--- src/rtl/otpwm_pkg.sv ---
`timescale 1ns / 1ps
`default_nettype none

package otpwm_pkg;

    localparam int AXES   = 3;
    localparam int WHEELS = 4;

    // Limits, Q.8
    localparam logic signed [23:0] LIM_INT_XY  = 24'sd76800;
    localparam logic signed [23:0] LIM_INT_YAW = 24'sd2560;
    localparam logic [47:0]        LIM_D       = 48'd38400;
    localparam logic signed [31:0] LIM_SUM     = 32'sd307200;

    // Mixing and scaling constants
    localparam logic [23:0] MIX_C    = 24'd46341;
    localparam logic [23:0] YAW_MIX  = 24'd6553600;
    localparam logic [23:0] USEC     = 24'd1000000;
    localparam logic signed [57:0] WHEEL_OFFS = 58'sd838860800;

    typedef enum logic [1:0] {
        REG_GAIN_P      = 2'd0,
        REG_GAIN_I      = 2'd1,
        REG_GAIN_D      = 2'd2,
        REG_DRIVE_SCALE = 2'd3
    } cfg_reg_t;

    typedef struct packed {
        logic               cmd;
        logic signed [19:0] target_x;
        logic signed [19:0] target_y;
        logic signed [19:0] target_yaw;
        logic signed [19:0] meas_x;
        logic signed [19:0] meas_y;
        logic signed [19:0] meas_yaw;
        logic [17:0]        tick_us;
    } cmd_beat_t;

    typedef struct packed {
        logic signed [15:0] drive_0;
        logic signed [15:0] drive_1;
        logic signed [15:0] drive_2;
        logic signed [15:0] drive_3;
        logic               overrun_fault;
        logic [3:0]         cut_mask;
    } drv_beat_t;

endpackage

`default_nettype wire

--- src/rtl/omni_three_axis_pid_wheel_mixer.sv ---
`timescale 1ns / 1ps
`default_nettype none

// Channel  | Signals                        | Dir | Payload
// cmd      | cmd_valid, cmd_ready, cmd_data | in  | cmd_beat_t
// drv      | drv_valid, drv_ready, drv_data | out | drv_beat_t
// cfg      | cfg_we, cfg_index, cfg_data    | in  | 24-bit register write
//
// A target beat (cmd 0) only loads the targets and leaves the sequencer idle. In a tick beat
// each product runs through a shift-add multiplier, one multiplier bit a cycle, and each
// quotient through a restoring divider (one microsecond divide per axis, one dt divide per
// axis unless the D product saturates, one more per uncut wheel for the scale). An overrun
// at any axis ends the tick. An idle tick with all targets zero goes straight to the
// output. rst_n clears the sequencer, targets, integrators and last errors at once.
// cmd_ready is high only between ticks; a result holds on drv_data until drv_ready
// takes it.

module omni_three_axis_pid_wheel_mixer (
    input  wire logic                  clk,
    input  wire logic                  rst_n,
    input  wire logic                  cfg_we,
    input  wire logic [1:0]            cfg_index,
    input  wire logic [23:0]           cfg_data,
    input  wire logic                  cmd_valid,
    output logic                       cmd_ready,
    input  wire otpwm_pkg::cmd_beat_t  cmd_data,
    output logic                       drv_valid,
    input  wire logic                  drv_ready,
    output otpwm_pkg::drv_beat_t       drv_data
);

    typedef enum logic [16:0] {
        S_IDLE = 17'h00001,
        S_ERR  = 17'h00002,
        S_P    = 17'h00004,
        S_EI   = 17'h00008,
        S_DI   = 17'h00010,
        S_I    = 17'h00020,
        S_DM   = 17'h00040,
        S_DN   = 17'h00080,
        S_DD   = 17'h00100,
        S_SUM  = 17'h00200,
        S_M0   = 17'h00400,
        S_M1   = 17'h00800,
        S_M2   = 17'h01000,
        S_M3   = 17'h02000,
        S_W    = 17'h04000,
        S_WD   = 17'h08000,
        S_OUT  = 17'h10000
    } state_t;

    state_t state_reg, state_next;

    logic [23:0] gain_p_reg, gain_i_reg, gain_d_reg, scale_reg;
    logic [23:0] scale_eff;

    logic signed [19:0] tgt_reg   [otpwm_pkg::AXES];
    logic signed [19:0] tgt_next  [otpwm_pkg::AXES];
    logic signed [19:0] meas_reg  [otpwm_pkg::AXES];
    logic signed [19:0] meas_next [otpwm_pkg::AXES];
    logic signed [17:0] integ_reg [otpwm_pkg::AXES];
    logic signed [17:0] integ_next[otpwm_pkg::AXES];
    logic signed [20:0] lerr_reg  [otpwm_pkg::AXES];
    logic signed [20:0] lerr_next [otpwm_pkg::AXES];
    logic signed [31:0] sums_reg  [otpwm_pkg::AXES];
    logic signed [31:0] sums_next [otpwm_pkg::AXES];
    logic [15:0]        drive_reg [otpwm_pkg::WHEELS];
    logic [15:0]        drive_next[otpwm_pkg::WHEELS];

    logic [17:0]        tick_reg, tick_next;
    logic signed [20:0] err_reg, err_next;
    logic               diff_neg_reg, diff_neg_next;
    logic signed [31:0] sum_reg, sum_next;
    logic [15:0]        dmag_reg, dmag_next;
    logic signed [57:0] wz_reg, wz_next, cx_reg, cx_next, cy_reg, cy_next;
    logic               w_pos_reg, w_pos_next;
    logic [1:0]         ax_reg, ax_next, wh_reg, wh_next;
    logic [3:0]         mask_reg, mask_next;
    logic               fault_reg, fault_next;

    // Shift-add multiplier, one multiplier bit per cycle
    logic [71:0] mul_a_reg, mul_acc_reg;
    logic [23:0] mul_b_reg;
    logic        mul_busy_reg, mul_neg_reg;
    logic        mul_start, mul_neg_in;
    logic [47:0] mul_a_in;
    logic [23:0] mul_b_in;

    // Restoring divider, one quotient bit per cycle
    logic [63:0] div_q_reg;
    logic [23:0] div_rem_reg, div_d_reg;
    logic [6:0]  div_cnt_reg;
    logic        div_busy_reg;
    logic        div_start;
    logic [63:0] div_n_in;
    logic [23:0] div_d_in;
    logic [24:0] div_trial;
    logic        div_ge;

    // Datapath helpers
    logic signed [20:0] err_full;
    logic [20:0]        err_full_abs;
    logic signed [72:0] prod_s;
    logic signed [72:0] prod_q16;
    logic [20:0]        step_mag;
    logic signed [23:0] step_s, u_raw, u_lim;
    logic signed [17:0] u_cl;
    logic [17:0]        u_abs;
    logic signed [21:0] diff;
    logic [21:0]        diff_abs;
    logic signed [31:0] s_new;
    logic [31:0]        s_abs;
    logic signed [31:0] s_sel;
    logic signed [57:0] w_raw, w_off;
    logic [57:0]        w_mag;
    logic [66:0]        cut_lhs, cut_rhs;
    logic               cut;
    logic [47:0]        num;
    logic [47:0]        dq;
    logic               targets_zero;

    function automatic logic [20:0] err_abs_of(input logic signed [20:0] e);
        err_abs_of = e[20] ? 21'(-e) : 21'(e);
    endfunction

    assign scale_eff = (scale_reg == 24'd0) ? 24'd1 : scale_reg;
    assign targets_zero = (tgt_reg[0] == 20'sd0) && (tgt_reg[1] == 20'sd0)
                       && (tgt_reg[2] == 20'sd0);

    // Error and magnitude for the current axis
    assign err_full = 21'({tgt_reg[ax_reg][19], tgt_reg[ax_reg]})
                    - 21'({meas_reg[ax_reg][19], meas_reg[ax_reg]});
    assign err_full_abs = err_full[20] ? 21'(-err_full) : 21'(err_full);

    // Signed product from magnitude and the sign latched at start
    assign prod_s   = mul_neg_reg ? -$signed({1'b0, mul_acc_reg}) : $signed({1'b0, mul_acc_reg});
    assign prod_q16 = prod_s >>> 16;

    // Integrator update with floor of err*dt/1e6
    assign step_mag = div_q_reg[20:0] + 21'((err_reg[20] && div_rem_reg != 24'd0) ? 1 : 0);
    assign step_s   = err_reg[20] ? -$signed({3'b0, step_mag}) : $signed({3'b0, step_mag});
    assign u_raw    = 24'({{6{integ_reg[ax_reg][17]}}, integ_reg[ax_reg]}) + step_s;
    always_comb
    begin
        u_lim = (ax_reg == 2'd2) ? otpwm_pkg::LIM_INT_YAW : otpwm_pkg::LIM_INT_XY;
        if (u_raw > u_lim)
            u_cl = u_lim[17:0];
        else if (u_raw < -u_lim)
            u_cl = 18'(-u_lim);
        else
            u_cl = u_raw[17:0];
    end
    assign u_abs = u_cl[17] ? 18'(-u_cl) : 18'(u_cl);

    // Error change for the D term
    assign diff     = 22'({err_reg[20], err_reg}) - 22'({lerr_reg[ax_reg][20], lerr_reg[ax_reg]});
    assign diff_abs = diff[21] ? 22'(-diff) : 22'(diff);
    assign num      = mul_acc_reg[47:0];
    assign dq       = div_q_reg[63:16];
    assign s_new    = sum_reg + (diff_neg_reg ? -$signed({16'b0, dmag_reg})
                                              : $signed({16'b0, dmag_reg}));

    // Magnitude of an axis sum for mixing
    always_comb
    begin
        case (state_reg)
            S_M0:    s_sel = sums_reg[2];
            S_M1:    s_sel = sums_reg[0];
            default: s_sel = sums_reg[1];
        endcase
    end
    assign s_abs = s_sel[31] ? 32'(-s_sel) : 32'(s_sel);

    // Wheel mix: x sign is + on wheels 2 and 3, y sign is + on wheels 0 and 3
    assign w_raw = wz_reg + (wh_reg[1] ? cx_reg : -cx_reg)
                 + ((wh_reg[0] == wh_reg[1]) ? cy_reg : -cy_reg);
    always_comb
    begin
        if (w_raw > 58'sd0)
            w_off = w_raw + otpwm_pkg::WHEEL_OFFS;
        else if (w_raw < 58'sd0)
            w_off = w_raw - otpwm_pkg::WHEEL_OFFS;
        else
            w_off = 58'sd0;
    end
    assign w_mag   = w_off[57] ? 58'(-w_off) : 58'(w_off);
    assign cut_lhs = ({9'b0, w_mag} << 9) + ({9'b0, w_mag} << 7);
    assign cut_rhs = ({43'b0, scale_eff} << 16) + ({43'b0, scale_eff} << 15);
    assign cut     = cut_lhs > cut_rhs;

    // Divider step
    assign div_trial = {div_rem_reg, div_q_reg[63]};
    assign div_ge    = div_trial >= {1'b0, div_d_reg};

    // Sequencer
    always_comb
    begin
        state_next    = state_reg;
        tgt_next      = tgt_reg;
        meas_next     = meas_reg;
        integ_next    = integ_reg;
        lerr_next     = lerr_reg;
        sums_next     = sums_reg;
        drive_next    = drive_reg;
        tick_next     = tick_reg;
        err_next      = err_reg;
        diff_neg_next = diff_neg_reg;
        sum_next      = sum_reg;
        dmag_next     = dmag_reg;
        wz_next       = wz_reg;
        cx_next       = cx_reg;
        cy_next       = cy_reg;
        w_pos_next    = w_pos_reg;
        ax_next       = ax_reg;
        wh_next       = wh_reg;
        mask_next     = mask_reg;
        fault_next    = fault_reg;
        mul_start     = 1'b0;
        mul_neg_in    = 1'b0;
        mul_a_in      = 48'd0;
        mul_b_in      = 24'd0;
        div_start     = 1'b0;
        div_n_in      = 64'd0;
        div_d_in      = 24'd1;

        case (state_reg)
            S_IDLE:
            begin
                if (cmd_valid)
                begin
                    if (!cmd_data.cmd)
                    begin
                        tgt_next[0] = cmd_data.target_x;
                        tgt_next[1] = cmd_data.target_y;
                        tgt_next[2] = cmd_data.target_yaw;
                    end
                    else
                    begin
                        meas_next[0] = cmd_data.meas_x;
                        meas_next[1] = cmd_data.meas_y;
                        meas_next[2] = cmd_data.meas_yaw;
                        tick_next = (cmd_data.tick_us == 18'd0) ? 18'd1 : cmd_data.tick_us;
                        for (int k = 0; k < otpwm_pkg::WHEELS; k++)
                            drive_next[k] = 16'd0;
                        mask_next  = 4'd0;
                        fault_next = 1'b0;
                        ax_next    = 2'd0;
                        if (targets_zero)
                        begin
                            for (int a = 0; a < otpwm_pkg::AXES; a++)
                            begin
                                integ_next[a] = 18'sd0;
                                lerr_next[a]  = 21'sd0;
                            end
                            state_next = S_OUT;
                        end
                        else
                            state_next = S_ERR;
                    end
                end
            end

            // P = floor(gain_p * err / 2^16)
            S_ERR:
            begin
                err_next   = err_full;
                mul_start  = 1'b1;
                mul_neg_in = err_full[20];
                mul_a_in   = 48'(gain_p_reg);
                mul_b_in   = 24'(err_full_abs);
                state_next = S_P;
            end

            S_P:
            begin
                if (!mul_busy_reg)
                begin
                    sum_next   = prod_q16[31:0];
                    mul_start  = 1'b1;
                    mul_a_in   = 48'(err_abs_of(err_reg));
                    mul_b_in   = 24'(tick_reg);
                    state_next = S_EI;
                end
            end

            S_EI:
            begin
                if (!mul_busy_reg)
                begin
                    div_start  = 1'b1;
                    div_n_in   = mul_acc_reg[63:0];
                    div_d_in   = otpwm_pkg::USEC;
                    state_next = S_DI;
                end
            end

            // Integrate, clamp, then I = floor(gain_i * u / 2^16)
            S_DI:
            begin
                if (!div_busy_reg)
                begin
                    integ_next[ax_reg] = u_cl;
                    mul_start  = 1'b1;
                    mul_neg_in = u_cl[17];
                    mul_a_in   = 48'(gain_i_reg);
                    mul_b_in   = 24'(u_abs);
                    state_next = S_I;
                end
            end

            S_I:
            begin
                if (!mul_busy_reg)
                begin
                    sum_next      = sum_reg + prod_q16[31:0];
                    diff_neg_next = diff[21];
                    mul_start     = 1'b1;
                    mul_a_in      = 48'(gain_d_reg);
                    mul_b_in      = 24'(diff_abs);
                    state_next    = S_DM;
                end
            end

            S_DM:
            begin
                if (!mul_busy_reg)
                begin
                    if (num[47:44] != 4'd0)
                    begin
                        dmag_next  = otpwm_pkg::LIM_D[15:0];
                        state_next = S_SUM;
                    end
                    else
                    begin
                        mul_start  = 1'b1;
                        mul_a_in   = num;
                        mul_b_in   = otpwm_pkg::USEC;
                        state_next = S_DN;
                    end
                end
            end

            S_DN:
            begin
                if (!mul_busy_reg)
                begin
                    div_start  = 1'b1;
                    div_n_in   = mul_acc_reg[63:0];
                    div_d_in   = 24'(tick_reg);
                    state_next = S_DD;
                end
            end

            S_DD:
            begin
                if (!div_busy_reg)
                begin
                    dmag_next  = (dq > otpwm_pkg::LIM_D) ? otpwm_pkg::LIM_D[15:0] : dq[15:0];
                    state_next = S_SUM;
                end
            end

            // Overrun check, then next axis or mixing
            S_SUM:
            begin
                if (s_new > otpwm_pkg::LIM_SUM)
                begin
                    for (int a = 0; a < otpwm_pkg::AXES; a++)
                    begin
                        integ_next[a] = 18'sd0;
                        lerr_next[a]  = 21'sd0;
                        tgt_next[a]   = 20'sd0;
                    end
                    fault_next = 1'b1;
                    state_next = S_OUT;
                end
                else
                begin
                    lerr_next[ax_reg] = err_reg;
                    sums_next[ax_reg] = s_new;
                    if (ax_reg == 2'd2)
                        state_next = S_M0;
                    else
                    begin
                        ax_next    = ax_reg + 2'd1;
                        state_next = S_ERR;
                    end
                end
            end

            S_M0:
            begin
                mul_start  = 1'b1;
                mul_neg_in = s_sel[31];
                mul_a_in   = 48'(s_abs);
                mul_b_in   = otpwm_pkg::YAW_MIX;
                state_next = S_M1;
            end

            S_M1:
            begin
                if (!mul_busy_reg)
                begin
                    wz_next    = prod_s[57:0];
                    mul_start  = 1'b1;
                    mul_neg_in = s_sel[31];
                    mul_a_in   = 48'(s_abs);
                    mul_b_in   = otpwm_pkg::MIX_C;
                    state_next = S_M2;
                end
            end

            S_M2:
            begin
                if (!mul_busy_reg)
                begin
                    cx_next    = prod_s[57:0];
                    mul_start  = 1'b1;
                    mul_neg_in = s_sel[31];
                    mul_a_in   = 48'(s_abs);
                    mul_b_in   = otpwm_pkg::MIX_C;
                    state_next = S_M3;
                end
            end

            S_M3:
            begin
                if (!mul_busy_reg)
                begin
                    cy_next    = prod_s[57:0];
                    wh_next    = 2'd0;
                    state_next = S_W;
                end
            end

            // Per wheel: cut check, else divide by the scale
            S_W:
            begin
                w_pos_next = w_off > 58'sd0;
                if (cut)
                begin
                    mask_next[wh_reg] = 1'b1;
                    if (wh_reg == 2'd3)
                        state_next = S_OUT;
                    else
                        wh_next = wh_reg + 2'd1;
                end
                else
                begin
                    div_start  = 1'b1;
                    div_n_in   = {w_mag[56:0], 7'b0};
                    div_d_in   = scale_eff;
                    state_next = S_WD;
                end
            end

            S_WD:
            begin
                if (!div_busy_reg)
                begin
                    drive_next[wh_reg] = w_pos_reg ? 16'(-div_q_reg[15:0]) : div_q_reg[15:0];
                    if (wh_reg == 2'd3)
                        state_next = S_OUT;
                    else
                    begin
                        wh_next    = wh_reg + 2'd1;
                        state_next = S_W;
                    end
                end
            end

            S_OUT:
            begin
                if (drv_ready)
                    state_next = S_IDLE;
            end

            default:
                state_next = S_IDLE;
        endcase
    end

    // Control state and configuration
    always_ff @(posedge clk or negedge rst_n)
    begin
        if (!rst_n)
        begin
            state_reg    <= S_IDLE;
            gain_p_reg   <= 24'd0;
            gain_i_reg   <= 24'd0;
            gain_d_reg   <= 24'd0;
            scale_reg    <= 24'd65536;
            mul_busy_reg <= 1'b0;
            div_busy_reg <= 1'b0;
            for (int a = 0; a < otpwm_pkg::AXES; a++)
            begin
                tgt_reg[a]   <= 20'sd0;
                integ_reg[a] <= 18'sd0;
                lerr_reg[a]  <= 21'sd0;
            end
        end
        else
        begin
            state_reg <= state_next;
            tgt_reg   <= tgt_next;
            integ_reg <= integ_next;
            lerr_reg  <= lerr_next;
            if (cfg_we)
            begin
                case (cfg_index)
                    otpwm_pkg::REG_GAIN_P:      gain_p_reg <= cfg_data;
                    otpwm_pkg::REG_GAIN_I:      gain_i_reg <= cfg_data;
                    otpwm_pkg::REG_GAIN_D:      gain_d_reg <= cfg_data;
                    otpwm_pkg::REG_DRIVE_SCALE: scale_reg  <= cfg_data;
                    default:                    scale_reg  <= scale_reg;
                endcase
            end
            if (mul_start)
                mul_busy_reg <= 1'b1;
            else if (mul_b_reg == 24'd0)
                mul_busy_reg <= 1'b0;
            if (div_start)
                div_busy_reg <= 1'b1;
            else if (div_cnt_reg == 7'd1)
                div_busy_reg <= 1'b0;
        end
    end

    // Datapath registers
    always_ff @(posedge clk)
    begin
        meas_reg     <= meas_next;
        sums_reg     <= sums_next;
        drive_reg    <= drive_next;
        tick_reg     <= tick_next;
        err_reg      <= err_next;
        diff_neg_reg <= diff_neg_next;
        sum_reg      <= sum_next;
        dmag_reg     <= dmag_next;
        wz_reg       <= wz_next;
        cx_reg       <= cx_next;
        cy_reg       <= cy_next;
        w_pos_reg    <= w_pos_next;
        ax_reg       <= ax_next;
        wh_reg       <= wh_next;
        mask_reg     <= mask_next;
        fault_reg    <= fault_next;

        // Multiplier: add shifted multiplicand for each set multiplier bit
        if (mul_start)
        begin
            mul_a_reg   <= {24'd0, mul_a_in};
            mul_b_reg   <= mul_b_in;
            mul_acc_reg <= 72'd0;
            mul_neg_reg <= mul_neg_in;
        end
        else if (mul_busy_reg && mul_b_reg != 24'd0)
        begin
            if (mul_b_reg[0])
                mul_acc_reg <= mul_acc_reg + mul_a_reg;
            mul_a_reg <= mul_a_reg << 1;
            mul_b_reg <= mul_b_reg >> 1;
        end

        // Divider: shift in one dividend bit, subtract when it fits
        if (div_start)
        begin
            div_q_reg   <= div_n_in;
            div_rem_reg <= 24'd0;
            div_d_reg   <= div_d_in;
            div_cnt_reg <= 7'd64;
        end
        else if (div_busy_reg)
        begin
            div_rem_reg <= div_ge ? 24'(div_trial - {1'b0, div_d_reg}) : div_trial[23:0];
            div_q_reg   <= {div_q_reg[62:0], div_ge};
            div_cnt_reg <= div_cnt_reg - 7'd1;
        end
    end

    // Ports
    assign cmd_ready = (state_reg == S_IDLE);
    assign drv_valid = (state_reg == S_OUT);
    assign drv_data.drive_0       = drive_reg[0];
    assign drv_data.drive_1       = drive_reg[1];
    assign drv_data.drive_2       = drive_reg[2];
    assign drv_data.drive_3       = drive_reg[3];
    assign drv_data.overrun_fault = fault_reg;
    assign drv_data.cut_mask      = mask_reg;

endmodule

`default_nettype wire
--- config.mk ---
export PLATFORM = sky130hd
export DESIGN_NAME = omni_three_axis_pid_wheel_mixer
export DESIGN_NICKNAME = d
export VERILOG_FILES = /design/src/rtl/otpwm_pkg.sv /design/src/rtl/omni_three_axis_pid_wheel_mixer.sv
export SDC_FILE = /design/constraint.sdc
export NUM_CORES = 2
export LEC_CHECK = 0
export ABC_AREA = 1
export BUFFER_PORTS_ARGS = -buffer_cell sky130_fd_sc_hd__clkbuf_2
export CAP_MARGIN = 25
export CORE_MARGIN = 1.5
export CORE_UTILIZATION = 35
export CTS_BUF_LIST = sky130_fd_sc_hd__clkbuf_8
export DETAILED_ROUTE_END_ITERATION = 8
export PLACE_DENSITY = 0.53
export SYNTH_ARGS = -nofsm -noshare
export SYNTH_HDL_FRONTEND = slang
export SYNTH_SLANG_ARGS = --single-unit
--- constraint.sdc ---
create_clock -name clk -period 21.4 [get_ports clk]
set_clock_uncertainty 0.05 [all_clocks]
set_input_delay 1.07 -clock clk [delete_from_list [all_inputs] [get_ports clk]]
set_output_delay 1.07 -clock clk [all_outputs]
set_load 0.01 [all_outputs]
* After elaboration in Yosys (flattened, before gate mapping)
Cells that the tools add are included.
** Storage, ports and cells
- Register bits :: 1072
- Input port bits :: 170
- Word-level logic and storage cells :: 353
** Operators by class
- $add $sub $neg :: 30
- $lt $le $gt $ge :: 15
- Equality and inequality tests :: 46
- Multiplexer cells :: 155
- Bitwise operators :: 5
- Reductions and logical operators :: 54
** Operator list (number)
- $mux 64 :: 7
- $mux 58 :: 6
- $mux 17 :: 20
- $pmux 48 s7 :: 1
- $pmux 17 s17 :: 1
- $mux 54 :: 5
- $pmux 64 s2 :: 2
- $mux 63 :: 4
- $neg 58->58 :: 4
- $mux 24 :: 8
- $mux 32 :: 6
- $mux 48 :: 4
- $mux 60 :: 3
- $mux 18 :: 9
- $pmux 54 s3 :: 1
- $pmux 23 s7 :: 1
- $mux 20 :: 7
- $pmux 32 s2 :: 2
- $mux 21 :: 6
- $pmux 63 s2 :: 1
- $pmux 60 s2 :: 1
- $add 58x58->58 :: 2
- $gt 58x1->1 const B :: 2
- $mux 16 :: 7
- 101 further kinds :: 195

* Depth between registers and ports, before layout
- Depth after elaboration :: 15
- Depth in mapped cells :: 87

* Worst setup path after synthesis
Ideal clock, no wire load.
- Path kind :: register -> register
- Start point :: register cy_reg[0]
- End point :: register div_q_reg[0], enable pin
- Setup time :: 0.424 ns
- Arrival :: 11.897 ns
- Required time :: 20.926 ns
- Setup slack :: 9.030 ns
- Stages on the path, launching flop included :: 80
- Period minus slack after synthesis :: 12.370 ns
- Cells stage by stage :: edfxtp_1 inv_1 ha_1 nand2_1 nor3_1 inv_1 nor2_1 inv_1 nor2_1 inv_1 nor4_1 nand4_1 nor2_1 nand4_1 nor4_1 inv_1 nor2_1 nand2_1 (+44 left out) nand2_2 nand2_1 nand2_1 xor2_1 ha_1 nand4_1 nor4b_1 nand4_1 nor3_1 nand4_1 nand2_1 nand2_1 nor2_2 nand4_4 nand2_2 inv_2 buf_2 nand2_1
** On the way
- Longest elaborated chain between the ends :: 13
** Ends and longest elaborated chain
- from (decl) :: line omni_three_axis_pid_wheel_mixer.sv:75 : logic signed [57:0] wz_reg, wz_next, cx_reg, cx_next, cy_reg, cy_next;
- from (signal assigned) :: line omni_three_axis_pid_wheel_mixer.sv:542 : cy_reg <= cy_next;
- $neg 58->58 :: line omni_three_axis_pid_wheel_mixer.sv:176 : + ((wh_reg[0] == wh_reg[1]) ? cy_reg : -cy_reg);
- $mux 58 * :: line omni_three_axis_pid_wheel_mixer.sv:176
- $add 58x58->58 * :: line omni_three_axis_pid_wheel_mixer.sv:176
- $sub 58x31->58 or $lt 58x1->1 (tied branches) :: line omni_three_axis_pid_wheel_mixer.sv:182, omni_three_axis_pid_wheel_mixer.sv:181
- $mux 58 :: line omni_three_axis_pid_wheel_mixer.sv:181 : else if (w_raw < 58'sd0)
- $mux 58 * :: line omni_three_axis_pid_wheel_mixer.sv:179 : if (w_raw > 58'sd0)
- $neg 58->58 :: line omni_three_axis_pid_wheel_mixer.sv:186 : assign w_mag = w_off[57] ? 58'(-w_off) : 58'(w_off);
- $mux 58 * :: line omni_three_axis_pid_wheel_mixer.sv:186
- $add 67x65->67 * :: line omni_three_axis_pid_wheel_mixer.sv:187 : assign cut_lhs = ({9'b0, w_mag} << 9) + ({9'b0, w_mag} << 7);
- $gt 67x41->1 * :: line omni_three_axis_pid_wheel_mixer.sv:189 : assign cut = cut_lhs > cut_rhs;
- $mux 1 * :: line omni_three_axis_pid_wheel_mixer.sv:440 : if (cut)
- $pmux 1 s2 * :: line omni_three_axis_pid_wheel_mixer.sv:226 : case (state_reg)
- $reduce_bool 2->1 (no line) *
- to (signal assigned) :: line omni_three_axis_pid_wheel_mixer.sv:568 : div_q_reg <= div_n_in;
- to (signal assigned) :: line omni_three_axis_pid_wheel_mixer.sv:576 : div_q_reg <= {div_q_reg[62:0], div_ge};
- to (decl) :: line omni_three_axis_pid_wheel_mixer.sv:90 : logic [63:0] div_q_reg;
Every way passes the cells marked *; elsewhere a longest branch is shown, timed or not.
A chain may end at the register's enable or synchronous reset.

* Worst setup path in the final report
- Start point :: register cy_reg[0]
- End point :: register div_q_reg[40], enable pin
Same word-level chain as after synthesis.

==> flow_summary.yaml <==
status:
  status: "complete, no violations"
power_and_ir_drop:
  clockPowerShare_pct: 19.0
  seqPwrFrac_pct: 30.9
  ir_worst_vdd_mv: 0.108
  leakage_nw: 40.1
  p_total_mw: 10.3
  powerDensity_nw_per_um2: 120
  p_switching_mw: 4.91
  pwr-share-comb_pct: 50.0
  intPower_mw: 5.43
  sw_frac_of_total_pct: 47.5
timing:
  worst_pin_slew_ns: 1.19
  finalCritPeriodShare_pct: 73.6
  finalSetupViolCount: 0
  rsz0062_at_grt: "false"
  setup_ws_ns: 5.64
  period_needed_ns: 15.76
  fmaxAchievable_mhz: 63.5
  slew_headroom_pct: 19.8
  drv_slew: 0
  finalSetupTns_ns: 0
  finalHoldViolCount: 0
clock_network:
  clk_latency_ns: 1.00
  path_clk_slew_ns: 0.06
  htreeDepth: 4
  tritoncts: "done"
  cts.sinks: 1055
  holdBufCountCts: 0
  cts-buffers-inserted: 183
  cts_root_buffer: "clkbuf_8"
  post_cts_resize_count: 0
  cts.path.max_buffers: 3
  post_cts_buffers: 0
worst_setup_path:
  worst-setup-path-type: "flip-flop to flip-flop"
  path_max_fanout: 64
  cp-start-kind: "flip-flop"
  cp.required_ns: 21.91
  max_stage_delay_ns: 0.72
  endpoint_kind: "flip-flop"
  slowest_stage: "buf_4"
  cpMostUsedCell: "nand2_1"
  arrival_ns: 16.27
synth:
  synth_flop_cell: "edfxtp_1"
  synth_area_sq_um: 77800
  synth_cell_type_count: 83
  synth_nets: 11100
  synth_cells: 10400
  synthTopCellsByArea: "edfxtp_1, nand2_1, dfrtp_1"
  synth_top_area_share_pct: 25.2
  yosysTopAreaCell: "edfxtp_1"
  synth.ff_latch_count: 1055
  async_reset_ff_share_pct: 27.7
  synth-edff-count: 652
  synth.avg_cell_area_sq_um: 7.46
  ys_warn_count: 0
  seq_area_frac_synth_pct: 37.4
placed_design:
  io_buffers: 240
  post-place-ws_ns: 5.95
  place_hpwl_um: 237000
  place_congestion: 0.974
global_route:
  grt_max_degree: 121
  grt_util_all_layers_pct: 25.9
  grt_pass1_wl_um: 440000
  grt_pass1_vias: 68900
  grt_overflow: 0
  grt_antenna_before_repair: 23
routing:
  dr_total_vias: 72300
  dr.pass1.iters: 9
  post_drt_via_cell_ratio: 5.26
  drt_wl_total_um: 299000
  routedWlPerCell_um: 21.7
  drc: 0
  drtAntennaViolNets: 0
  drtIter0Drc: 6751
finish:
  syn_to_final_growth_pct: 10.9
  nets: 11300
  largest_reg_flops: 96
  fill_cells: 23300
  fin_util_pct: 39.2
  drive_above_1_share_pct: 7.58
floorplan:
  core_area_sq_um: 220000
  ios: 241
  die_y_um: 475
  die_w_um: 475
  num_rows: 172
  initial_core_util_pct: 35.3
  die_area_sq_um: 225000
job:
  maxCapViolCount: 0
min_path:
  hp-class: "input port to asynchronous set/reset pin"
==> routing by layer <==
metal / up-vias / share of wire [%] / GRT usage, %
li1: 34900 / - / -
met3: 511 / 6.4 / 3.89
met4: 16 / 4.0 / 9.71
met2: 2547 / 47 / 42.9
met5: - / 0.035 / 0
met1: 34300 / 43 / 34.0
==> cells in the mapped netlist (12+ instances only) <==
cell / number
a21o_1: 16
a21oi_1: 664
a221oi_1: 16
a22o_1: 33
a2bb2oi_1: 38
a31oi_1: 64
buf_1: 12
buf_2: 29
clkbuf_1: 269
clkinv_1: 19
dfrtp_1: 290
dfxtp_1: 111
edfxtp_1: 652
fa_1: 67
ha_1: 410
inv_1: 1460
inv_2: 50
nand2_1: 2448
nand2_2: 28
nand3_1: 540
nand3_2: 12
nand3b_1: 28
nand4_1: 159
nor2_1: 967
nor2_2: 18
nor3_1: 177
nor4_1: 83
o211ai_1: 39
o21a_1: 16
o21ai_0: 827
o21bai_1: 36
o221ai_1: 15
o31ai_1: 22
o41ai_1: 17
or2_2: 43
xnor2_1: 191
xor2_1: 399
==> layout by cell type, fill, tap and decap left out, types with 22 or more instances in the layout <==
cell,count
a21oi_1,663
a22o_1,33
a2bb2oi_1,38
a31oi_1,64
buf_4,94
clkbuf_2,239
clkbuf_8,206
clkinv_1,38
dfrtp_1,289
dfxtp_1,111
edfxtp_1,652
fa_1,67
ha_1,410
inv_1,1521
inv_2,53
nand2_1,2444
nand2_2,31
nand3_1,534
nand3b_1,28
nand4_1,159
nor2_1,959
nor3_1,176
nor4_1,82
o211ai_1,39
o21ai_0,824
o21bai_1,36
o31ai_1,22
or2_2,43
xnor2_1,191
xor2_1,399
==> cell families (layout without fill, tap and decap cells) <==
logic type | after synthesis | count (layout) | synth area share, %
XOR/XNOR | 595 | 595 | 6.74
flip-flops | 1055 | 1055 | 37.4
AO/OA/AOI/OAI | 1900 | 1900 | 13.7
adder cells (fa/ha/maj) | 477 | 477 | 8.32
AND/OR/NAND/NOR | 4551 | 4551 | 24.7
buffers and inverters | 1851 | 2211 | 9.10
other | 0 | 9 | 0
==> final timing paths <==
kind	start	end	slack, ns	depth (start not counted)
max in group asynchronous	rst_n	mul_busy_reg	18.98	3
setup reg to reg	cy_reg[0]	div_q_reg[40]	5.64	81
min in group clk	cmd_data[77]	meas_reg[59]	0.20	1
hold reg to reg	mul_acc_reg[63]	mul_acc_reg[63]	0.41	1
hold / removal	rst_n	tgt_reg[39]	0.10	1
setup / recovery	cy_reg[0]	div_q_reg[40]	5.64	81
==> area by class of cell <==
type | instances | area [sq um] | area share (%)
repair buffers | 344 | 2130 | 2.47
clock buffers | 206 | 2840 | 3.28
flip-flops and latches | 1055 | 29100 | 33.7
clock inverters | 132 | 1010 | 1.17
multi-input cells | 7523 | 41800 | 48.4
diodes | 9 | 22.5 | 0.0261
inverters | 1529 | 5740 | 6.65
well taps | 2958 | 3700 | 4.29
==> through the flow <==
stage | cells | area (sq um) | hold WS, ns
2_1_floorplan | 10400 | 77800 | 0.373
3_3_place_gp | 13400 | 82200 | 0.394
4_1_cts | 13700 | 86200 | 0.0598
5_1_grt | 13800 | 86300 | 0.131
6_report | 13800 | 86300 | 0.102
3_5_place_dp | 13400 | 82400 | 0.403
==> critical path, delay by kind of cell, from the launching register on <==
family                   cells  cell delay, ns
flip-flops                   1            0.42
AND/OR/NAND/NOR             55            8.63
XOR/XNOR                     3            0.51
adder cells (fa/ha/maj)      5            1.56
AO/OA/AOI/OAI                4            1.21
buffers and inverters       14            2.81
==> power by group through the flow <==
stage	Clock (mW)	Combinational (mW)	Sequential, mW
6_report	1.97	5.17	3.20
5_1_grt	2.09	5.73	3.23
4_1_cts	2.01	5.12	3.18
3_5_place_dp	0	5.09	3.22
3_3_place_gp	0	5.02	3.22
2_1_floorplan	0	3.52	3.05
(Power assumes the default switching activity.)
